## config.mk

```make
export PLATFORM = sky130hd
export DESIGN_NAME = rgb_to_hsl_color_classifier_unit_flat
export DESIGN_NICKNAME = d
export VERILOG_FILES = /design/src/hw/rtl/rhc_pkg.sv /design/src/hw/rtl/rhc_if.sv /design/src/hw/rtl/rgb_to_hsl_color_classifier_unit.sv /design/src/hw/rtl/rhc_div_pipe.sv /design/src/flat_wrapper.sv
export SDC_FILE = /design/constraint.sdc
export NUM_CORES = 2
export LEC_CHECK = 0
export BUFFER_PORTS_ARGS = -buffer_cell sky130_fd_sc_hd__buf_2
export CAP_MARGIN = 20
export CORE_UTILIZATION = 70
export CTS_BUF_LIST = sky130_fd_sc_hd__clkbuf_4
export DETAILED_ROUTE_END_ITERATION = 7
export GPL_ROUTABILITY_DRIVEN = 0
export GPL_TIMING_DRIVEN = 0
export PLACE_DENSITY_LB_ADDON = 0.15
export SLEW_MARGIN = 20
export SYNTH_ARGS = -nofsm -noshare
export SYNTH_HDL_FRONTEND = slang
export SYNTH_HIERARCHICAL = 1
export SYNTH_SLANG_ARGS = --single-unit
export TNS_END_PERCENT = 5
```

## constraint.sdc

```tcl
create_clock -name clk -period 35.3 [get_ports clk]
set_input_delay 7.06 -clock clk [delete_from_list [all_inputs] [get_ports clk]]
set_output_delay 7.06 -clock clk [all_outputs]
set_load 0.005 [all_outputs]
```

## src/hw/rtl/rhc_pkg.sv

```systemverilog
// Shared types and constants of the RGB to HSL color classifier.
// Field widths, register indexes, class codes and hue band bounds.
// No dependencies; every other file of the block imports this package.
package rhc_pkg;

    localparam int PIX_W      = 8;
    localparam int HUE_W      = 9;
    localparam int FRAC_W     = 17;
    localparam int CLASS_W    = 4;
    localparam int DARK_W     = 9;
    localparam int GRAY_W     = 17;
    localparam int CFG_IDX_W  = 2;
    localparam int CFG_DATA_W = 17;

    // Division pipeline shape: 16 fraction bits, two quotient bits per stage.
    localparam int FRAC_BITS       = 16;
    localparam int STEPS_PER_STAGE = 2;
    localparam int DIV_STAGES      = FRAC_BITS / STEPS_PER_STAGE;
    localparam int LQ_W            = FRAC_BITS + 2;
    localparam int HUE_Q_BITS      = 6;

    localparam logic [FRAC_W-1:0] FRAC_ONE = 17'h10000;

    localparam logic [CFG_IDX_W-1:0] CFG_DARK_LIMIT     = 2'd0;
    localparam logic [CFG_IDX_W-1:0] CFG_LIGHT_LIMIT    = 2'd1;
    localparam logic [CFG_IDX_W-1:0] CFG_GRAY_SAT_LIMIT = 2'd2;

    localparam logic [DARK_W-1:0] DARK_LIMIT_RESET     = 9'd102;
    localparam logic [DARK_W-1:0] LIGHT_LIMIT_RESET    = 9'd408;
    localparam logic [GRAY_W-1:0] GRAY_SAT_LIMIT_RESET = 17'd16384;

    localparam logic [CLASS_W-1:0] CLS_BLACK   = 4'd0;
    localparam logic [CLASS_W-1:0] CLS_WHITE   = 4'd1;
    localparam logic [CLASS_W-1:0] CLS_GRAY    = 4'd2;
    localparam logic [CLASS_W-1:0] CLS_RED     = 4'd3;
    localparam logic [CLASS_W-1:0] CLS_YELLOW  = 4'd4;
    localparam logic [CLASS_W-1:0] CLS_GREEN   = 4'd5;
    localparam logic [CLASS_W-1:0] CLS_CYAN    = 4'd6;
    localparam logic [CLASS_W-1:0] CLS_BLUE    = 4'd7;
    localparam logic [CLASS_W-1:0] CLS_MAGENTA = 4'd8;

    localparam logic [HUE_W-1:0] HUE_RED_END     = 9'd30;
    localparam logic [HUE_W-1:0] HUE_YELLOW_END  = 9'd90;
    localparam logic [HUE_W-1:0] HUE_GREEN_END   = 9'd150;
    localparam logic [HUE_W-1:0] HUE_CYAN_END    = 9'd210;
    localparam logic [HUE_W-1:0] HUE_BLUE_END    = 9'd270;
    localparam logic [HUE_W-1:0] HUE_MAGENTA_END = 9'd330;
    localparam logic [HUE_W-1:0] HUE_GREEN_BASE  = 9'd120;
    localparam logic [HUE_W-1:0] HUE_BLUE_BASE   = 9'd240;
    localparam logic [HUE_W-1:0] HUE_FULL_TURN   = 9'd360;

    // Which channel holds the maximum.
    localparam logic [1:0] SEC_RED   = 2'd0;
    localparam logic [1:0] SEC_GREEN = 2'd1;
    localparam logic [1:0] SEC_BLUE  = 2'd2;

    typedef struct packed {
        logic [1:0] sector;
        logic       neg;
        logic       gray;
    } rhc_hue_ctl_t;

    typedef struct packed {
        logic [HUE_W-1:0]   hue_degrees;
        logic [FRAC_W-1:0]  saturation;
        logic [FRAC_W-1:0]  lightness;
        logic [CLASS_W-1:0] color_class;
    } rhc_result_t;

endpackage

```

## src/hw/rtl/rhc_if.sv

```systemverilog
// Channel interfaces of the RGB to HSL color classifier: pixel input,
// result output and configuration write channel.
// Depends on rhc_pkg for the field widths.
interface rhc_pixel_if import rhc_pkg::*; ();
    logic             valid;
    logic             ready;
    logic [PIX_W-1:0] red;
    logic [PIX_W-1:0] green;
    logic [PIX_W-1:0] blue;

    modport source (output valid, output red, output green, output blue, input ready);
    modport sink (input valid, input red, input green, input blue, output ready);
endinterface

interface rhc_hsl_if import rhc_pkg::*; ();
    logic               valid;
    logic               ready;
    logic [HUE_W-1:0]   hue_degrees;
    logic [FRAC_W-1:0]  saturation;
    logic [FRAC_W-1:0]  lightness;
    logic [CLASS_W-1:0] color_class;

    modport source (output valid, output hue_degrees, output saturation,
                    output lightness, output color_class, input ready);
    modport sink (input valid, input hue_degrees, input saturation,
                  input lightness, input color_class, output ready);
endinterface

interface rhc_cfg_if import rhc_pkg::*; ();
    logic                  valid;
    logic                  ready;
    logic [CFG_IDX_W-1:0]  index;
    logic [CFG_DATA_W-1:0] data;

    modport source (output valid, output index, output data, input ready);
    modport sink (input valid, input index, input data, output ready);
endinterface

```

## src/hw/rtl/rgb_to_hsl_color_classifier_unit.sv

```systemverilog
// Top level of the RGB to HSL color classifier.
// Depends on rhc_pkg, the channel interfaces in rhc_if and rhc_div_pipe.
//
// Usage:
// The pixel channel takes one word of red, green and blue; the low CHANNEL_BITS
// bits of each are used. The result channel gives one word per pixel with hue in
// whole degrees, saturation and lightness with 16 fraction bits, and the color
// class. The cfg channel writes the dark, light and gray saturation limits by
// index; it is always ready and should be used only while no pixel is in flight.
// A pixel accepted on the pixel channel passes the stage 1, 2 and 3 registers,
// the eight division stages, the final register and the output register before
// its result is valid. Throughput is one pixel per clock while the receiver does
// not stall; the divider retires two quotient bits per stage over eight stages.
// Reset empties the pipeline and loads the limits with 102, 408 and 16384.
// When the receiver stalls, the result word holds and one more word goes to a
// skid register; then pixel ready drops and the whole pipeline freezes, with no
// word lost or repeated. Ready comes straight from a register.
module rgb_to_hsl_color_classifier_unit import rhc_pkg::*; #(
    parameter int CHANNEL_BITS = 8
) (
    input logic       clk,
    input logic       rst_n,
    rhc_cfg_if.sink   cfg,
    rhc_pixel_if.sink pixel,
    rhc_hsl_if.source result
);

    localparam int CB   = CHANNEL_BITS;
    localparam int HW   = CB + HUE_Q_BITS;
    localparam int CMPW = (CB + 1 > DARK_W) ? CB + 1 : DARK_W;
    localparam logic [CB-1:0] FULL    = {CB{1'b1}};
    localparam logic [CB:0]   FULL_X2 = {FULL, 1'b0};

    logic [DARK_W-1:0] dark_limit_reg;
    logic [DARK_W-1:0] light_limit_reg;
    logic [GRAY_W-1:0] gray_limit_reg;

    logic en;

    logic          s1_valid_reg;
    logic [CB-1:0] s1_hi_reg, s1_lo_reg, s1_x_reg;
    logic [1:0]    s1_sector_reg;
    logic          s1_neg_reg;
    logic [CB-1:0] s1_hi_next, s1_lo_next, s1_x_next;
    logic [1:0]    s1_sector_next;
    logic          s1_neg_next;

    logic          s2_valid_reg;
    logic [CB-1:0] s2_delta_reg;
    logic [CB:0]   s2_sum_reg;
    logic [HW-1:0] s2_hr_reg;
    logic          s2_lo_zero_reg, s2_hi_full_reg;
    logic [1:0]    s2_sector_reg;
    logic          s2_neg_reg;

    logic              s3_valid_reg;
    logic [CB-1:0]     s3_den_reg, s3_delta_reg, s3_sr_reg, s3_lr_reg;
    logic [FRAC_W-1:0] s3_sq_reg;
    logic [LQ_W-1:0]   s3_lq_reg;
    logic [HW-1:0]     s3_hr_reg;
    logic [CB:0]       s3_sum_reg;
    rhc_hue_ctl_t      s3_ctl_reg;
    logic [CB-1:0]     s3_den_next, s3_sr_next, s3_lr_next;
    logic [FRAC_W-1:0] s3_sq_next;
    logic [LQ_W-1:0]   s3_lq_next;

    logic                  d_valid;
    logic [FRAC_W-1:0]     d_sq;
    logic [LQ_W-1:0]       d_lq;
    logic [HUE_Q_BITS-1:0] d_hq;
    logic                  d_hr_nz;
    logic [CB:0]           d_sum;
    rhc_hue_ctl_t          d_ctl;

    logic              fin_valid_reg;
    logic [HUE_W-1:0]  fin_hue_reg;
    logic [FRAC_W-1:0] fin_sat_reg;
    logic [FRAC_W-1:0] fin_light_reg;
    logic [CB:0]       fin_sum_reg;
    logic [HUE_W-1:0]  fin_hue_next;

    rhc_result_t fin_word;
    rhc_result_t out_word_reg, out_word_next;
    rhc_result_t skid_word_reg, skid_word_next;
    logic        out_valid_reg, out_valid_next;
    logic        skid_valid_reg, skid_valid_next;

    // ---------------- configuration ----------------
    assign cfg.ready = 1'b1;

    always_ff @(posedge clk or negedge rst_n)
    begin
        if (!rst_n)
        begin
            dark_limit_reg  <= DARK_LIMIT_RESET;
            light_limit_reg <= LIGHT_LIMIT_RESET;
            gray_limit_reg  <= GRAY_SAT_LIMIT_RESET;
        end
        else if (cfg.valid)
        begin
            case (cfg.index)
                CFG_DARK_LIMIT:     dark_limit_reg  <= cfg.data[DARK_W-1:0];
                CFG_LIGHT_LIMIT:    light_limit_reg <= cfg.data[DARK_W-1:0];
                CFG_GRAY_SAT_LIMIT: gray_limit_reg  <= cfg.data[GRAY_W-1:0];
                default:            ;
            endcase
        end
    end

    // The pipeline moves as a whole while the skid register is empty.
    assign en          = !skid_valid_reg;
    assign pixel.ready = en;

    // ---------------- stage 1: maximum, minimum and hue difference ----------------
    always_comb
    begin
        logic [CB-1:0] r, g, b;
        logic          red_max, green_max;
        r         = CB'(pixel.red);
        g         = CB'(pixel.green);
        b         = CB'(pixel.blue);
        red_max   = (r >= g) && (r >= b);
        green_max = !red_max && (g >= b);
        s1_lo_next = ((r <= g) && (r <= b)) ? r : ((g <= b) ? g : b);
        if (red_max)
        begin
            s1_hi_next     = r;
            s1_sector_next = SEC_RED;
            s1_neg_next    = (g < b);
            s1_x_next      = (g >= b) ? g - b : b - g;
        end
        else if (green_max)
        begin
            s1_hi_next     = g;
            s1_sector_next = SEC_GREEN;
            s1_neg_next    = (b < r);
            s1_x_next      = (b >= r) ? b - r : r - b;
        end
        else
        begin
            s1_hi_next     = b;
            s1_sector_next = SEC_BLUE;
            s1_neg_next    = (r < g);
            s1_x_next      = (r >= g) ? r - g : g - r;
        end
    end

    // ---------------- stage 3: divider set-up ----------------
    always_comb
    begin
        logic       low_half;
        logic       sat_full;
        logic [1:0] lint;
        low_half = (s2_sum_reg <= {1'b0, FULL});
        s3_den_next = low_half ? s2_sum_reg[CB-1:0] : CB'(FULL_X2 - s2_sum_reg);
        // Saturation is exactly one when the minimum is zero on the dark half,
        // or the maximum is full scale on the bright half.
        sat_full   = low_half ? s2_lo_zero_reg : s2_hi_full_reg;
        s3_sr_next = sat_full ? '0 : s2_delta_reg;
        s3_sq_next = FRAC_W'(sat_full);
        if (s2_sum_reg == FULL_X2)
        begin
            lint       = 2'd2;
            s3_lr_next = '0;
        end
        else if (s2_sum_reg >= {1'b0, FULL})
        begin
            lint       = 2'd1;
            s3_lr_next = CB'(s2_sum_reg - {1'b0, FULL});
        end
        else
        begin
            lint       = 2'd0;
            s3_lr_next = s2_sum_reg[CB-1:0];
        end
        s3_lq_next = LQ_W'(lint);
    end

    always_ff @(posedge clk or negedge rst_n)
    begin
        if (!rst_n)
        begin
            s1_valid_reg  <= 1'b0;
            s2_valid_reg  <= 1'b0;
            s3_valid_reg  <= 1'b0;
            fin_valid_reg <= 1'b0;
        end
        else if (en)
        begin
            s1_valid_reg  <= pixel.valid;
            s2_valid_reg  <= s1_valid_reg;
            s3_valid_reg  <= s2_valid_reg;
            fin_valid_reg <= d_valid;
        end
    end

    always_ff @(posedge clk)
    begin
        if (en)
        begin
            s1_hi_reg     <= s1_hi_next;
            s1_lo_reg     <= s1_lo_next;
            s1_x_reg      <= s1_x_next;
            s1_sector_reg <= s1_sector_next;
            s1_neg_reg    <= s1_neg_next;

            s2_delta_reg   <= s1_hi_reg - s1_lo_reg;
            s2_sum_reg     <= {1'b0, s1_hi_reg} + {1'b0, s1_lo_reg};
            s2_hr_reg      <= (HW'(s1_x_reg) << 6) - (HW'(s1_x_reg) << 2);
            s2_lo_zero_reg <= (s1_lo_reg == '0);
            s2_hi_full_reg <= (s1_hi_reg == FULL);
            s2_sector_reg  <= s1_sector_reg;
            s2_neg_reg     <= s1_neg_reg;

            s3_den_reg        <= s3_den_next;
            s3_delta_reg      <= s2_delta_reg;
            s3_sr_reg         <= s3_sr_next;
            s3_sq_reg         <= s3_sq_next;
            s3_lr_reg         <= s3_lr_next;
            s3_lq_reg         <= s3_lq_next;
            s3_hr_reg         <= s2_hr_reg;
            s3_sum_reg        <= s2_sum_reg;
            s3_ctl_reg.sector <= s2_sector_reg;
            s3_ctl_reg.neg    <= s2_neg_reg;
            s3_ctl_reg.gray   <= (s2_delta_reg == '0);

            fin_hue_reg   <= fin_hue_next;
            fin_sat_reg   <= d_ctl.gray ? '0 : d_sq;
            fin_light_reg <= d_lq[LQ_W-1:1];
            fin_sum_reg   <= d_sum;
        end
    end

    rhc_div_pipe #(
        .CB (CB)
    ) u_div (
        .clk       (clk),
        .rst_n     (rst_n),
        .en        (en),
        .in_valid  (s3_valid_reg),
        .in_den    (s3_den_reg),
        .in_delta  (s3_delta_reg),
        .in_sr     (s3_sr_reg),
        .in_sq     (s3_sq_reg),
        .in_lr     (s3_lr_reg),
        .in_lq     (s3_lq_reg),
        .in_hr     (s3_hr_reg),
        .in_sum    (s3_sum_reg),
        .in_ctl    (s3_ctl_reg),
        .out_valid (d_valid),
        .out_sq    (d_sq),
        .out_lq    (d_lq),
        .out_hq    (d_hq),
        .out_hr_nz (d_hr_nz),
        .out_sum   (d_sum),
        .out_ctl   (d_ctl)
    );

    // ---------------- hue assembly ----------------
    // A negative difference subtracts the rounded-up quotient from the sector base.
    always_comb
    begin
        logic [HUE_W-1:0] q, ceil_q;
        q      = HUE_W'(d_hq);
        ceil_q = q + HUE_W'(d_hr_nz);
        case (d_ctl.sector)
            SEC_RED:   fin_hue_next = d_ctl.neg ? HUE_FULL_TURN - ceil_q : q;
            SEC_GREEN: fin_hue_next = d_ctl.neg ? HUE_GREEN_BASE - ceil_q : HUE_GREEN_BASE + q;
            SEC_BLUE:  fin_hue_next = d_ctl.neg ? HUE_BLUE_BASE - ceil_q : HUE_BLUE_BASE + q;
            default:   fin_hue_next = '0;
        endcase
        if (d_ctl.gray)
        begin
            fin_hue_next = '0;
        end
    end

    // ---------------- classification ----------------
    always_comb
    begin
        fin_word.hue_degrees = fin_hue_reg;
        fin_word.saturation  = fin_sat_reg;
        fin_word.lightness   = fin_light_reg;
        if (CMPW'(fin_sum_reg) < CMPW'(dark_limit_reg))
            fin_word.color_class = CLS_BLACK;
        else if (CMPW'(fin_sum_reg) > CMPW'(light_limit_reg))
            fin_word.color_class = CLS_WHITE;
        else if (fin_sat_reg < gray_limit_reg)
            fin_word.color_class = CLS_GRAY;
        else if (fin_hue_reg < HUE_RED_END)
            fin_word.color_class = CLS_RED;
        else if (fin_hue_reg < HUE_YELLOW_END)
            fin_word.color_class = CLS_YELLOW;
        else if (fin_hue_reg < HUE_GREEN_END)
            fin_word.color_class = CLS_GREEN;
        else if (fin_hue_reg < HUE_CYAN_END)
            fin_word.color_class = CLS_CYAN;
        else if (fin_hue_reg < HUE_BLUE_END)
            fin_word.color_class = CLS_BLUE;
        else if (fin_hue_reg < HUE_MAGENTA_END)
            fin_word.color_class = CLS_MAGENTA;
        else
            fin_word.color_class = CLS_RED;
    end

    // ---------------- output register and skid ----------------
    always_comb
    begin
        out_valid_next  = out_valid_reg;
        out_word_next   = out_word_reg;
        skid_valid_next = skid_valid_reg;
        skid_word_next  = skid_word_reg;
        if (skid_valid_reg)
        begin
            if (result.ready)
            begin
                out_word_next   = skid_word_reg;
                skid_valid_next = 1'b0;
            end
        end
        else if (!out_valid_reg || result.ready)
        begin
            out_valid_next = fin_valid_reg;
            out_word_next  = fin_word;
        end
        else if (fin_valid_reg)
        begin
            skid_valid_next = 1'b1;
            skid_word_next  = fin_word;
        end
    end

    always_ff @(posedge clk or negedge rst_n)
    begin
        if (!rst_n)
        begin
            out_valid_reg  <= 1'b0;
            skid_valid_reg <= 1'b0;
        end
        else
        begin
            out_valid_reg  <= out_valid_next;
            skid_valid_reg <= skid_valid_next;
        end
    end

    always_ff @(posedge clk)
    begin
        out_word_reg  <= out_word_next;
        skid_word_reg <= skid_word_next;
    end

    assign result.valid       = out_valid_reg;
    assign result.hue_degrees = out_word_reg.hue_degrees;
    assign result.saturation  = out_word_reg.saturation;
    assign result.lightness   = out_word_reg.lightness;
    assign result.color_class = out_word_reg.color_class;

    // ---------------- assertions ----------------
    a_skid_behind_out: assert property (@(posedge clk) disable iff (!rst_n)
        skid_valid_reg |-> out_valid_reg)
        else $error("skid word present without an output word");

    a_skid_on_stall: assert property (@(posedge clk) disable iff (!rst_n)
        $rose(skid_valid_reg) |-> $past(result.valid && !result.ready))
        else $error("skid register filled without a stalled output");

    a_hue_range: assert property (@(posedge clk) disable iff (!rst_n)
        result.valid |-> (result.hue_degrees < HUE_FULL_TURN))
        else $error("hue out of range");

    a_sat_range: assert property (@(posedge clk) disable iff (!rst_n)
        result.valid |-> (result.saturation <= FRAC_ONE))
        else $error("saturation above one");

    a_hue_class_sat: assert property (@(posedge clk) disable iff (!rst_n)
        (result.valid && (result.color_class >= CLS_RED))
            |-> (result.saturation >= gray_limit_reg))
        else $error("hue class given to a pixel below the gray saturation limit");

endmodule

```

## src/hw/rtl/rhc_div_pipe.sv

```systemverilog
// Pipelined restoring dividers of the color classifier: saturation and
// lightness fractions and the hue quotient, two quotient bits per stage.
// Depends on rhc_pkg.
module rhc_div_pipe import rhc_pkg::*; #(
    parameter int CB = 8
) (
    input  logic                       clk,
    input  logic                       rst_n,
    input  logic                       en,
    input  logic                       in_valid,
    input  logic [CB-1:0]              in_den,
    input  logic [CB-1:0]              in_delta,
    input  logic [CB-1:0]              in_sr,
    input  logic [FRAC_W-1:0]          in_sq,
    input  logic [CB-1:0]              in_lr,
    input  logic [LQ_W-1:0]            in_lq,
    input  logic [CB+HUE_Q_BITS-1:0]   in_hr,
    input  logic [CB:0]                in_sum,
    input  rhc_hue_ctl_t               in_ctl,
    output logic                       out_valid,
    output logic [FRAC_W-1:0]          out_sq,
    output logic [LQ_W-1:0]            out_lq,
    output logic [HUE_Q_BITS-1:0]      out_hq,
    output logic                       out_hr_nz,
    output logic [CB:0]                out_sum,
    output rhc_hue_ctl_t               out_ctl
);

    localparam int HW = CB + HUE_Q_BITS;
    localparam logic [CB-1:0] FULL = {CB{1'b1}};

    logic                  v_reg     [DIV_STAGES];
    logic [CB-1:0]         den_reg   [DIV_STAGES];
    logic [CB-1:0]         delta_reg [DIV_STAGES];
    logic [CB-1:0]         sr_reg    [DIV_STAGES];
    logic [FRAC_W-1:0]     sq_reg    [DIV_STAGES];
    logic [CB-1:0]         lr_reg    [DIV_STAGES];
    logic [LQ_W-1:0]       lq_reg    [DIV_STAGES];
    logic [HW-1:0]         hr_reg    [DIV_STAGES];
    logic [HUE_Q_BITS-1:0] hq_reg    [DIV_STAGES];
    logic [CB:0]           sum_reg   [DIV_STAGES];
    rhc_hue_ctl_t          ctl_reg   [DIV_STAGES];

    logic                  v_next     [DIV_STAGES];
    logic [CB-1:0]         den_next   [DIV_STAGES];
    logic [CB-1:0]         delta_next [DIV_STAGES];
    logic [CB-1:0]         sr_next    [DIV_STAGES];
    logic [FRAC_W-1:0]     sq_next    [DIV_STAGES];
    logic [CB-1:0]         lr_next    [DIV_STAGES];
    logic [LQ_W-1:0]       lq_next    [DIV_STAGES];
    logic [HW-1:0]         hr_next    [DIV_STAGES];
    logic [HUE_Q_BITS-1:0] hq_next    [DIV_STAGES];
    logic [CB:0]           sum_next   [DIV_STAGES];
    rhc_hue_ctl_t          ctl_next   [DIV_STAGES];

    always_comb
    begin
        logic [CB-1:0]         den;
        logic [CB-1:0]         dl;
        logic [CB-1:0]         sr;
        logic [FRAC_W-1:0]     sq;
        logic [CB-1:0]         lr;
        logic [LQ_W-1:0]       lq;
        logic [HW-1:0]         hr;
        logic [HUE_Q_BITS-1:0] hq;
        logic [CB:0]           r2;
        logic [HW-1:0]         hd;
        for (int s = 0; s < DIV_STAGES; s++)
        begin
            if (s == 0)
            begin
                v_next[s]   = in_valid;
                den         = in_den;
                dl          = in_delta;
                sr          = in_sr;
                sq          = in_sq;
                lr          = in_lr;
                lq          = in_lq;
                hr          = in_hr;
                hq          = '0;
                sum_next[s] = in_sum;
                ctl_next[s] = in_ctl;
            end
            else
            begin
                v_next[s]   = v_reg[s-1];
                den         = den_reg[s-1];
                dl          = delta_reg[s-1];
                sr          = sr_reg[s-1];
                sq          = sq_reg[s-1];
                lr          = lr_reg[s-1];
                lq          = lq_reg[s-1];
                hr          = hr_reg[s-1];
                hq          = hq_reg[s-1];
                sum_next[s] = sum_reg[s-1];
                ctl_next[s] = ctl_reg[s-1];
            end
            for (int j = 0; j < STEPS_PER_STAGE; j++)
            begin
                // Fraction long division: the remainder stays below the divisor.
                r2 = {sr, 1'b0};
                if (r2 >= {1'b0, den})
                begin
                    sr = CB'(r2 - {1'b0, den});
                    sq = {sq[FRAC_W-2:0], 1'b1};
                end
                else
                begin
                    sr = CB'(r2);
                    sq = {sq[FRAC_W-2:0], 1'b0};
                end
                r2 = {lr, 1'b0};
                if (r2 >= {1'b0, FULL})
                begin
                    lr = CB'(r2 - {1'b0, FULL});
                    lq = {lq[LQ_W-2:0], 1'b1};
                end
                else
                begin
                    lr = CB'(r2);
                    lq = {lq[LQ_W-2:0], 1'b0};
                end
                // The hue quotient is at most 60, so six shifted-divisor steps suffice.
                hd = '0;
                if (s * STEPS_PER_STAGE + j < HUE_Q_BITS)
                begin
                    hd = HW'(dl) << (HUE_Q_BITS - 1 - (s * STEPS_PER_STAGE + j));
                    if (hr >= hd)
                    begin
                        hr = hr - hd;
                        hq = {hq[HUE_Q_BITS-2:0], 1'b1};
                    end
                    else
                    begin
                        hq = {hq[HUE_Q_BITS-2:0], 1'b0};
                    end
                end
            end
            den_next[s]   = den;
            delta_next[s] = dl;
            sr_next[s]    = sr;
            sq_next[s]    = sq;
            lr_next[s]    = lr;
            lq_next[s]    = lq;
            hr_next[s]    = hr;
            hq_next[s]    = hq;
        end
    end

    always_ff @(posedge clk or negedge rst_n)
    begin
        if (!rst_n)
        begin
            for (int s = 0; s < DIV_STAGES; s++)
            begin
                v_reg[s] <= 1'b0;
            end
        end
        else if (en)
        begin
            for (int s = 0; s < DIV_STAGES; s++)
            begin
                v_reg[s] <= v_next[s];
            end
        end
    end

    always_ff @(posedge clk)
    begin
        if (en)
        begin
            for (int s = 0; s < DIV_STAGES; s++)
            begin
                den_reg[s]   <= den_next[s];
                delta_reg[s] <= delta_next[s];
                sr_reg[s]    <= sr_next[s];
                sq_reg[s]    <= sq_next[s];
                lr_reg[s]    <= lr_next[s];
                lq_reg[s]    <= lq_next[s];
                hr_reg[s]    <= hr_next[s];
                hq_reg[s]    <= hq_next[s];
                sum_reg[s]   <= sum_next[s];
                ctl_reg[s]   <= ctl_next[s];
            end
        end
    end

    assign out_valid = v_reg[DIV_STAGES-1];
    assign out_sq    = sq_reg[DIV_STAGES-1];
    assign out_lq    = lq_reg[DIV_STAGES-1];
    assign out_hq    = hq_reg[DIV_STAGES-1];
    assign out_hr_nz = (hr_reg[DIV_STAGES-1] != '0);
    assign out_sum   = sum_reg[DIV_STAGES-1];
    assign out_ctl   = ctl_reg[DIV_STAGES-1];

endmodule
```

## src/flat_wrapper.sv

```systemverilog
// flat-port wrapper written by rule: the top's interface ports become plain ports
module rgb_to_hsl_color_classifier_unit_flat import rhc_pkg::*;
#(
    parameter int CHANNEL_BITS = 8
)
  (clk, rst_n, cfg_valid, cfg_index, cfg_data, cfg_ready, pixel_valid, pixel_red, pixel_green, pixel_blue, pixel_ready, result_valid, result_hue_degrees, result_saturation, result_lightness, result_color_class, result_ready);
  rhc_cfg_if cfg_i ();
  rhc_pixel_if pixel_i ();
  rhc_hsl_if result_i ();
  input logic clk;
  input logic rst_n;
  input wire logic [$bits(cfg_i.valid)-1:0] cfg_valid;
  input wire logic [$bits(cfg_i.index)-1:0] cfg_index;
  input wire logic [$bits(cfg_i.data)-1:0] cfg_data;
  output wire logic [$bits(cfg_i.ready)-1:0] cfg_ready;
  input wire logic [$bits(pixel_i.valid)-1:0] pixel_valid;
  input wire logic [$bits(pixel_i.red)-1:0] pixel_red;
  input wire logic [$bits(pixel_i.green)-1:0] pixel_green;
  input wire logic [$bits(pixel_i.blue)-1:0] pixel_blue;
  output wire logic [$bits(pixel_i.ready)-1:0] pixel_ready;
  output wire logic [$bits(result_i.valid)-1:0] result_valid;
  output wire logic [$bits(result_i.hue_degrees)-1:0] result_hue_degrees;
  output wire logic [$bits(result_i.saturation)-1:0] result_saturation;
  output wire logic [$bits(result_i.lightness)-1:0] result_lightness;
  output wire logic [$bits(result_i.color_class)-1:0] result_color_class;
  input wire logic [$bits(result_i.ready)-1:0] result_ready;
  assign cfg_i.valid = cfg_valid;
  assign cfg_i.index = cfg_index;
  assign cfg_i.data = cfg_data;
  assign cfg_ready = cfg_i.ready;
  assign pixel_i.valid = pixel_valid;
  assign pixel_i.red = pixel_red;
  assign pixel_i.green = pixel_green;
  assign pixel_i.blue = pixel_blue;
  assign pixel_ready = pixel_i.ready;
  assign result_valid = result_i.valid;
  assign result_hue_degrees = result_i.hue_degrees;
  assign result_saturation = result_i.saturation;
  assign result_lightness = result_i.lightness;
  assign result_color_class = result_i.color_class;
  assign result_i.ready = result_ready;
  rgb_to_hsl_color_classifier_unit #(.CHANNEL_BITS(CHANNEL_BITS)) u_core (.clk(clk), .rst_n(rst_n), .cfg(cfg_i), .pixel(pixel_i), .result(result_i));
endmodule
```

# Yosys cells after proc, flatten, opt, wreduce, memory -nomap -nowiden
# Memories as Yosys holds them, arrays and structs flattened. A register that Yosys moved wholly into a read port is not among the register bits.
# Cells that the tools add are included.
classes:
  n_addsub: 55
  order_cmp: 59
  n_div: 0
  mul: 0
  n_mux: 113
  shift: 0
  eq_ne: 7
  n_bitwise: 2
  reduce_logical: 22
ops:
  columns: ["op", "count"]
  rows:
  - ["$mux W8", 43]
  - ["$sub A8 B8 Y8", 23]
  - ["$ge A9 B8 Y1 const B", 17]
  - ["$ge A9 B8 Y1", 16]
  - ["$mux W47", 3]
  - ["$sub A8 B8 Y8 const B", 17]
  - ["$mux W14", 6]
  - ["$mux W1", 47]
  - ["$mux W4", 9]
  - ["$ge A8 B8 Y1", 4]
  - ["$sub A14 B10 Y14", 2]
  - ["$mux W9", 3]
  - ["$pmux W9 S3", 1]
  - ["$le A8 B8 Y1", 3]
  - ["$lt A8 B8 Y1", 3]
  - ["$lt A9 B8 Y1 const B", 2]
  - ["$lt A9 B9 Y1 const B", 2]
  - ["$lt A17 B17 Y1", 1]
  - ["$logic_not A8 Y1", 2]
  - ["$ge A14 B10 Y1", 1]
  - ["$ge A14 B11 Y1", 1]
  - ["$ge A14 B12 Y1", 1]
  - ["$ge A14 B13 Y1", 1]
  - ["$ge A14 B8 Y1", 1]
  - ["34 further kinds", 49]
totals:
  mem_bits_ro: 0
  word_cells: 317
  inputBits: 48
  mem_bits_rw: 800
  regBits: 277
  output_inout_bits: 50
  n_memories: 10
  latchBits: 0
memory_table:
  columns: ["memory", "words", "width", "rd", "rd_clocked_by_memory_dff", "wr", "line_no", "text"]
  rows:
  - ["u_core.u_div.lq_reg", 8, 18, 8, 1, 8, "rhc_div_pipe.sv:38", "logic [LQ_W-1:0] lq_reg [DIV_STAGES];"]
  - ["u_core.u_div.sq_reg", 8, 17, 8, 1, 8, "rhc_div_pipe.sv:36", "logic [FRAC_W-1:0] sq_reg [DIV_STAGES];"]
  - ["u_core.u_div.hr_reg", 8, 14, 8, 0, 8, "rhc_div_pipe.sv:39", "logic [HW-1:0] hr_reg [DIV_STAGES];"]
  - ["u_core.u_div.sum_reg", 8, 9, 8, 1, 8, "rhc_div_pipe.sv:41", "logic [CB:0] sum_reg [DIV_STAGES];"]
  - ["u_core.u_div.delta_reg", 8, 8, 7, 0, 8, "rhc_div_pipe.sv:34", "logic [CB-1:0] delta_reg [DIV_STAGES];"]
  - ["u_core.u_div.den_reg", 8, 8, 7, 0, 8, "rhc_div_pipe.sv:33", "logic [CB-1:0] den_reg [DIV_STAGES];"]
  - ["4 more memories", null, null, null, null, null, null, null]

# Longest topological paths before layout
logic_depth:
  word_depth: 12
  mapped_depth: 20
  depth_no_buf: 18

# By module
# The synthesis kept the hierarchy.
by_module_without_submodules:
  columns: ["module", "cells_each", "n_inst", "area_each_um2", "seq_area_each_um2"]
  rows:
  - ["rhc_div_pipe", 1826, 1, 26085.0, 16595.9]
  - ["rgb_to_hsl_color_classifier_unit", 1232, 1, 15616.2, 8964.8]

# Worst setup path after synthesis
# OpenSTA, ideal clock, no wires.
synth_timing:
  kind: "flip-flop to output port"
  from: "register u_core.skid_valid_reg"
  to: "output pixel_ready"
  stages_incl_launch_ff: 3
  path_slack_ps: 13885
  required_time_ps: 28240
  n_path_buf: 1
  arrival_ps: 14355
  cell_sequence: "dfrtp_1 -> clkbuf_1 -> inv_1"
synth_via:
  elab_chain_len: 1
synth_rtl:
  columns: ["item", "line_no", "text"]
  rows:
  - ["start: declaration", "rgb_to_hsl_color_classifier_unit.sv:86", "logic skid_valid_reg, skid_valid_next;"]
  - ["start signal: assignment", "rgb_to_hsl_color_classifier_unit.sv:343", "skid_valid_reg <= skid_valid_next;"]
  - ["$logic_not A1 Y1", "rgb_to_hsl_color_classifier_unit.sv:111", "assign en = !skid_valid_reg;"]
  - ["end: declaration", "flat_wrapper.sv:20", "output wire logic [$bits(pixel_i.ready)-1:0] pixel_ready;"]
# No other way between the ends.

# Final worst setup path
# Same ends and word-level chain as after synthesis.

==> metrics.yaml <==
yosys:
  average_cell_area_after_synthesis_um2: 13.64
  synth_top_cells_by_area: "edfxtp_1, ha_1, mux2_2"
  synthMostInstantiatedCell: "edfxtp_1"
  synth.largest_area_cell: "edfxtp_1"
  yosys-top-cells-count: "edfxtp_1, ha_1, inv_1"
  asyncSetResetFlopFracSynth: 0.05704
  count_of_distinct_cell_types_in_the_synthesized_netlist: 99
  synth_seq_cells: 859
  synth_edf_count: 810
  post_synthesis_instance_area_mm2: 0.04170
  synth_sequential_area_ratio: 0.6129
  netlist.area_leader.share: 0.5833
  ys_dominant_reg_cell: "edfxtp_1"
  yosys_warnings: 6
  synth_cells: 3058
timing:
  setup_violations: 0
  finalHoldViolCount: 0
  max_slew.worst_pin.slew_ns: 1.023
  maxSlewViolCount: 0
  final.setup_skew_ns: 0.07326
  fin_worst_hold_slack_ns: 0.3767
  setup_total_negative_slack_ns: 0
  max_clock_freq_ghz: 0.09652
  timing.max_slew.rel_slack: 0.3121
  layout_worst_path_cycle_share: 0.2935
  final_period_minus_worst_setup_slack_ns: 10.36
  unrepaired_setup_endpoints_after_global_routing: "false"
global_route:
  first_global_vias: 26190
  use_met3: 0.05033
  antenna_found_initial: 1
  gr-total-overflow: 0
  global_route.usage.met2: 0.4542
  gr-usage-all-layers: 0.2569
  grt_first_pass_wirelength_um: 124100
  grt.met1_usage: 0.2922
  globalRoute.busiestLayer: "met2"
  pin_count_of_the_biggest_net_entering_global_routing: 124
floorplan:
  start_util: 0.7079
  core_mm2: 0.05891
  die_width_um: 246.1
  placement_rows: 89
  design.portCount: 98
  die-height_um: 246.1
  dieArea_mm2: 0.06055
critical_path:
  critical_path.top_delay_family: "buffers and inverters"
  arrival_ns: 3.30
  worstPathCellList: "clkbuf_1 > inv_8 > buf_16 > buf_16 > buf_2"
  critical_path.endpoint_type: "primary output"
  total_buffers_and_inverters_traversed_by_the_critical_path: 5
  critical_path_required_ns: 28.24
  critPathKind: "flip-flop to primary output"
  start_kind: "flip-flop"
  max_stage_delay_ns: 0.49
  critPathMostFrequentCell: "buf_16"
  crit_fanout: 119
  worstSetupStartpoint: "u_core/skid_valid_reg"
  cp_slowest_cell: "buf_16"
  r2r_start: "u_core/u_div/delta_reg[1][1]"
layout:
  largest_register_ffs: 112
  filler_cell_count: 3362
  post_route_cells_drive_above_1_share: 0.1949
  final_design_area_no_fill_mm2: 0.04606
  syn2layout_area_growth_pct: 10.44
  final_core_util: 0.7818
  finish.net_count: 3720
clocking:
  cts-htree-levels: 4
  clockRootBuffer: "clkbuf_4"
  clock-sinks: 859
  tritoncts.num_buffers: 201
  clkLatencyLatePin_ns: 1.02
  post_cts.repair.setup_buffers: 0
  clock_tree_from_tritoncts: "yes"
  holdBufCountCts: 0
  cts_resized: 0
  cts.clk_slew.worst_paths_ns: 0.07
  clockBufferDepth: 3
detailed_routing:
  vias_post_dr: 25310
  drc_errors: 0
  route.detailed.vias_per_inst: 5.881
  route.final.wire_length_um: 76150
  drtIter0Drc: 1594
  drtAntennaViolNets: 0
  drt-pass1-iter-count: 8
  routedWlPerCell_um: 17.69
run_status:
  result_of_the_run: "completed"
flow_run:
  drv.max_cap_violation_count: 0
placement:
  dp_hpwl_um: 54580
  placed_cell_area_mm2: 0.04344
  place.port_buffers: 96
hold_path:
  hold_path_class: "flip-flop to flip-flop"
  min-delay-start: "u_core/u_div/sum_reg[0][32]"
==> per-layer routing <==
layer / share of wire / vias up
met1: 0.39 / 12150
li1: - / 12120
met2: 0.52 / 809
met4: 0.043 / 0
met5: 0 / -
met3: 0.046 / 231
==> cell usage in the layout, fill, tap and decap left out, drive strengths merged, types with 18 or more instances in the layout <==
master  netlist  routed
a21oi       183     183
inv         259     266
o21ai       126     126
mux2        214     214
nand2        98      98
mux2i        31      31
fa           22      22
edfxtp      810     810
xor2         52      52
ha          278     278
xnor2       114     114
nand3        30      30
a211oi       29      29
or2          20      20
buf          25     133
and2         18      18
a21o         37      37
nand2b       30      30
clkinv        0      58
nand4        34      34
nor2        194     194
nor2b        57      57
nor3         35      35
dfrtp        40      40
and3         22      22
clkbuf       34     325
o21a         46      46
==> metrics by stage <==
step | instances | setup slack, ns
final | 4304 | 24.94
after global routing | 4304 | 24.61
after CTS | 4303 | 24.76
after detailed placement | 3942 | 25.12
after global placement | 3930 | 8.121
after floorplan | 3061 | 13.89
==> cell type report <==
cell class / instances / area (um^2) / area share
flip-flops and latches: 859 / 25560 / 0.5550
multi-input cells: 1884 / 14920 / 0.3239
clock buffers: 291 / 2185 / 0.04743
inverters: 259 / 979.7 / 0.02127
well taps: 773 / 967.2 / 0.02100
repair buffers: 108 / 723.2 / 0.01570
clock inverters: 70 / 431.7 / 0.009373
plain buffers: 59 / 290.3 / 0.006303
diodes: 1 / 2.502 / 0.00005433
==> kinds of logic after synthesis <==
| family | after synthesis | synth area share |
|---|---|---|
| mux | 245 | 0.06640 |
| buf+inv | 318 | 0.03027 |
| flops | 859 | 0.6129 |
| xor+xnor | 166 | 0.03504 |
| fa+ha+maj | 300 | 0.09397 |
| compound gates | 571 | 0.08797 |
| simple gates | 597 | 0.07321 |
| other cells | 2 | 0.0001801 |
==> final timing paths <==
| check | to | slack (ns) | depth (start not counted) |
|---|---|---|---|
| setup / recovery | pixel_ready | 24.94 | 5 |
| hold / removal | u_core/u_div/sum_reg[1][5] | 0.38 | 0 |
| setup reg to reg | u_core/u_div/hr_reg[0][35] | 29.84 | 17 |
| hold reg to reg | u_core/u_div/sum_reg[1][5] | 0.38 | 0 |
| max in group asynchronous | u_core/dark_limit_reg[2] | 28.61 | 2 |
| min in group asynchronous | u_core/gray_limit_reg[13] | 6.05 | 1 |
Power is left out: the tool's default activity adds up to more than one toggle a clock period on the data nets, which glitch-free logic cannot reach.
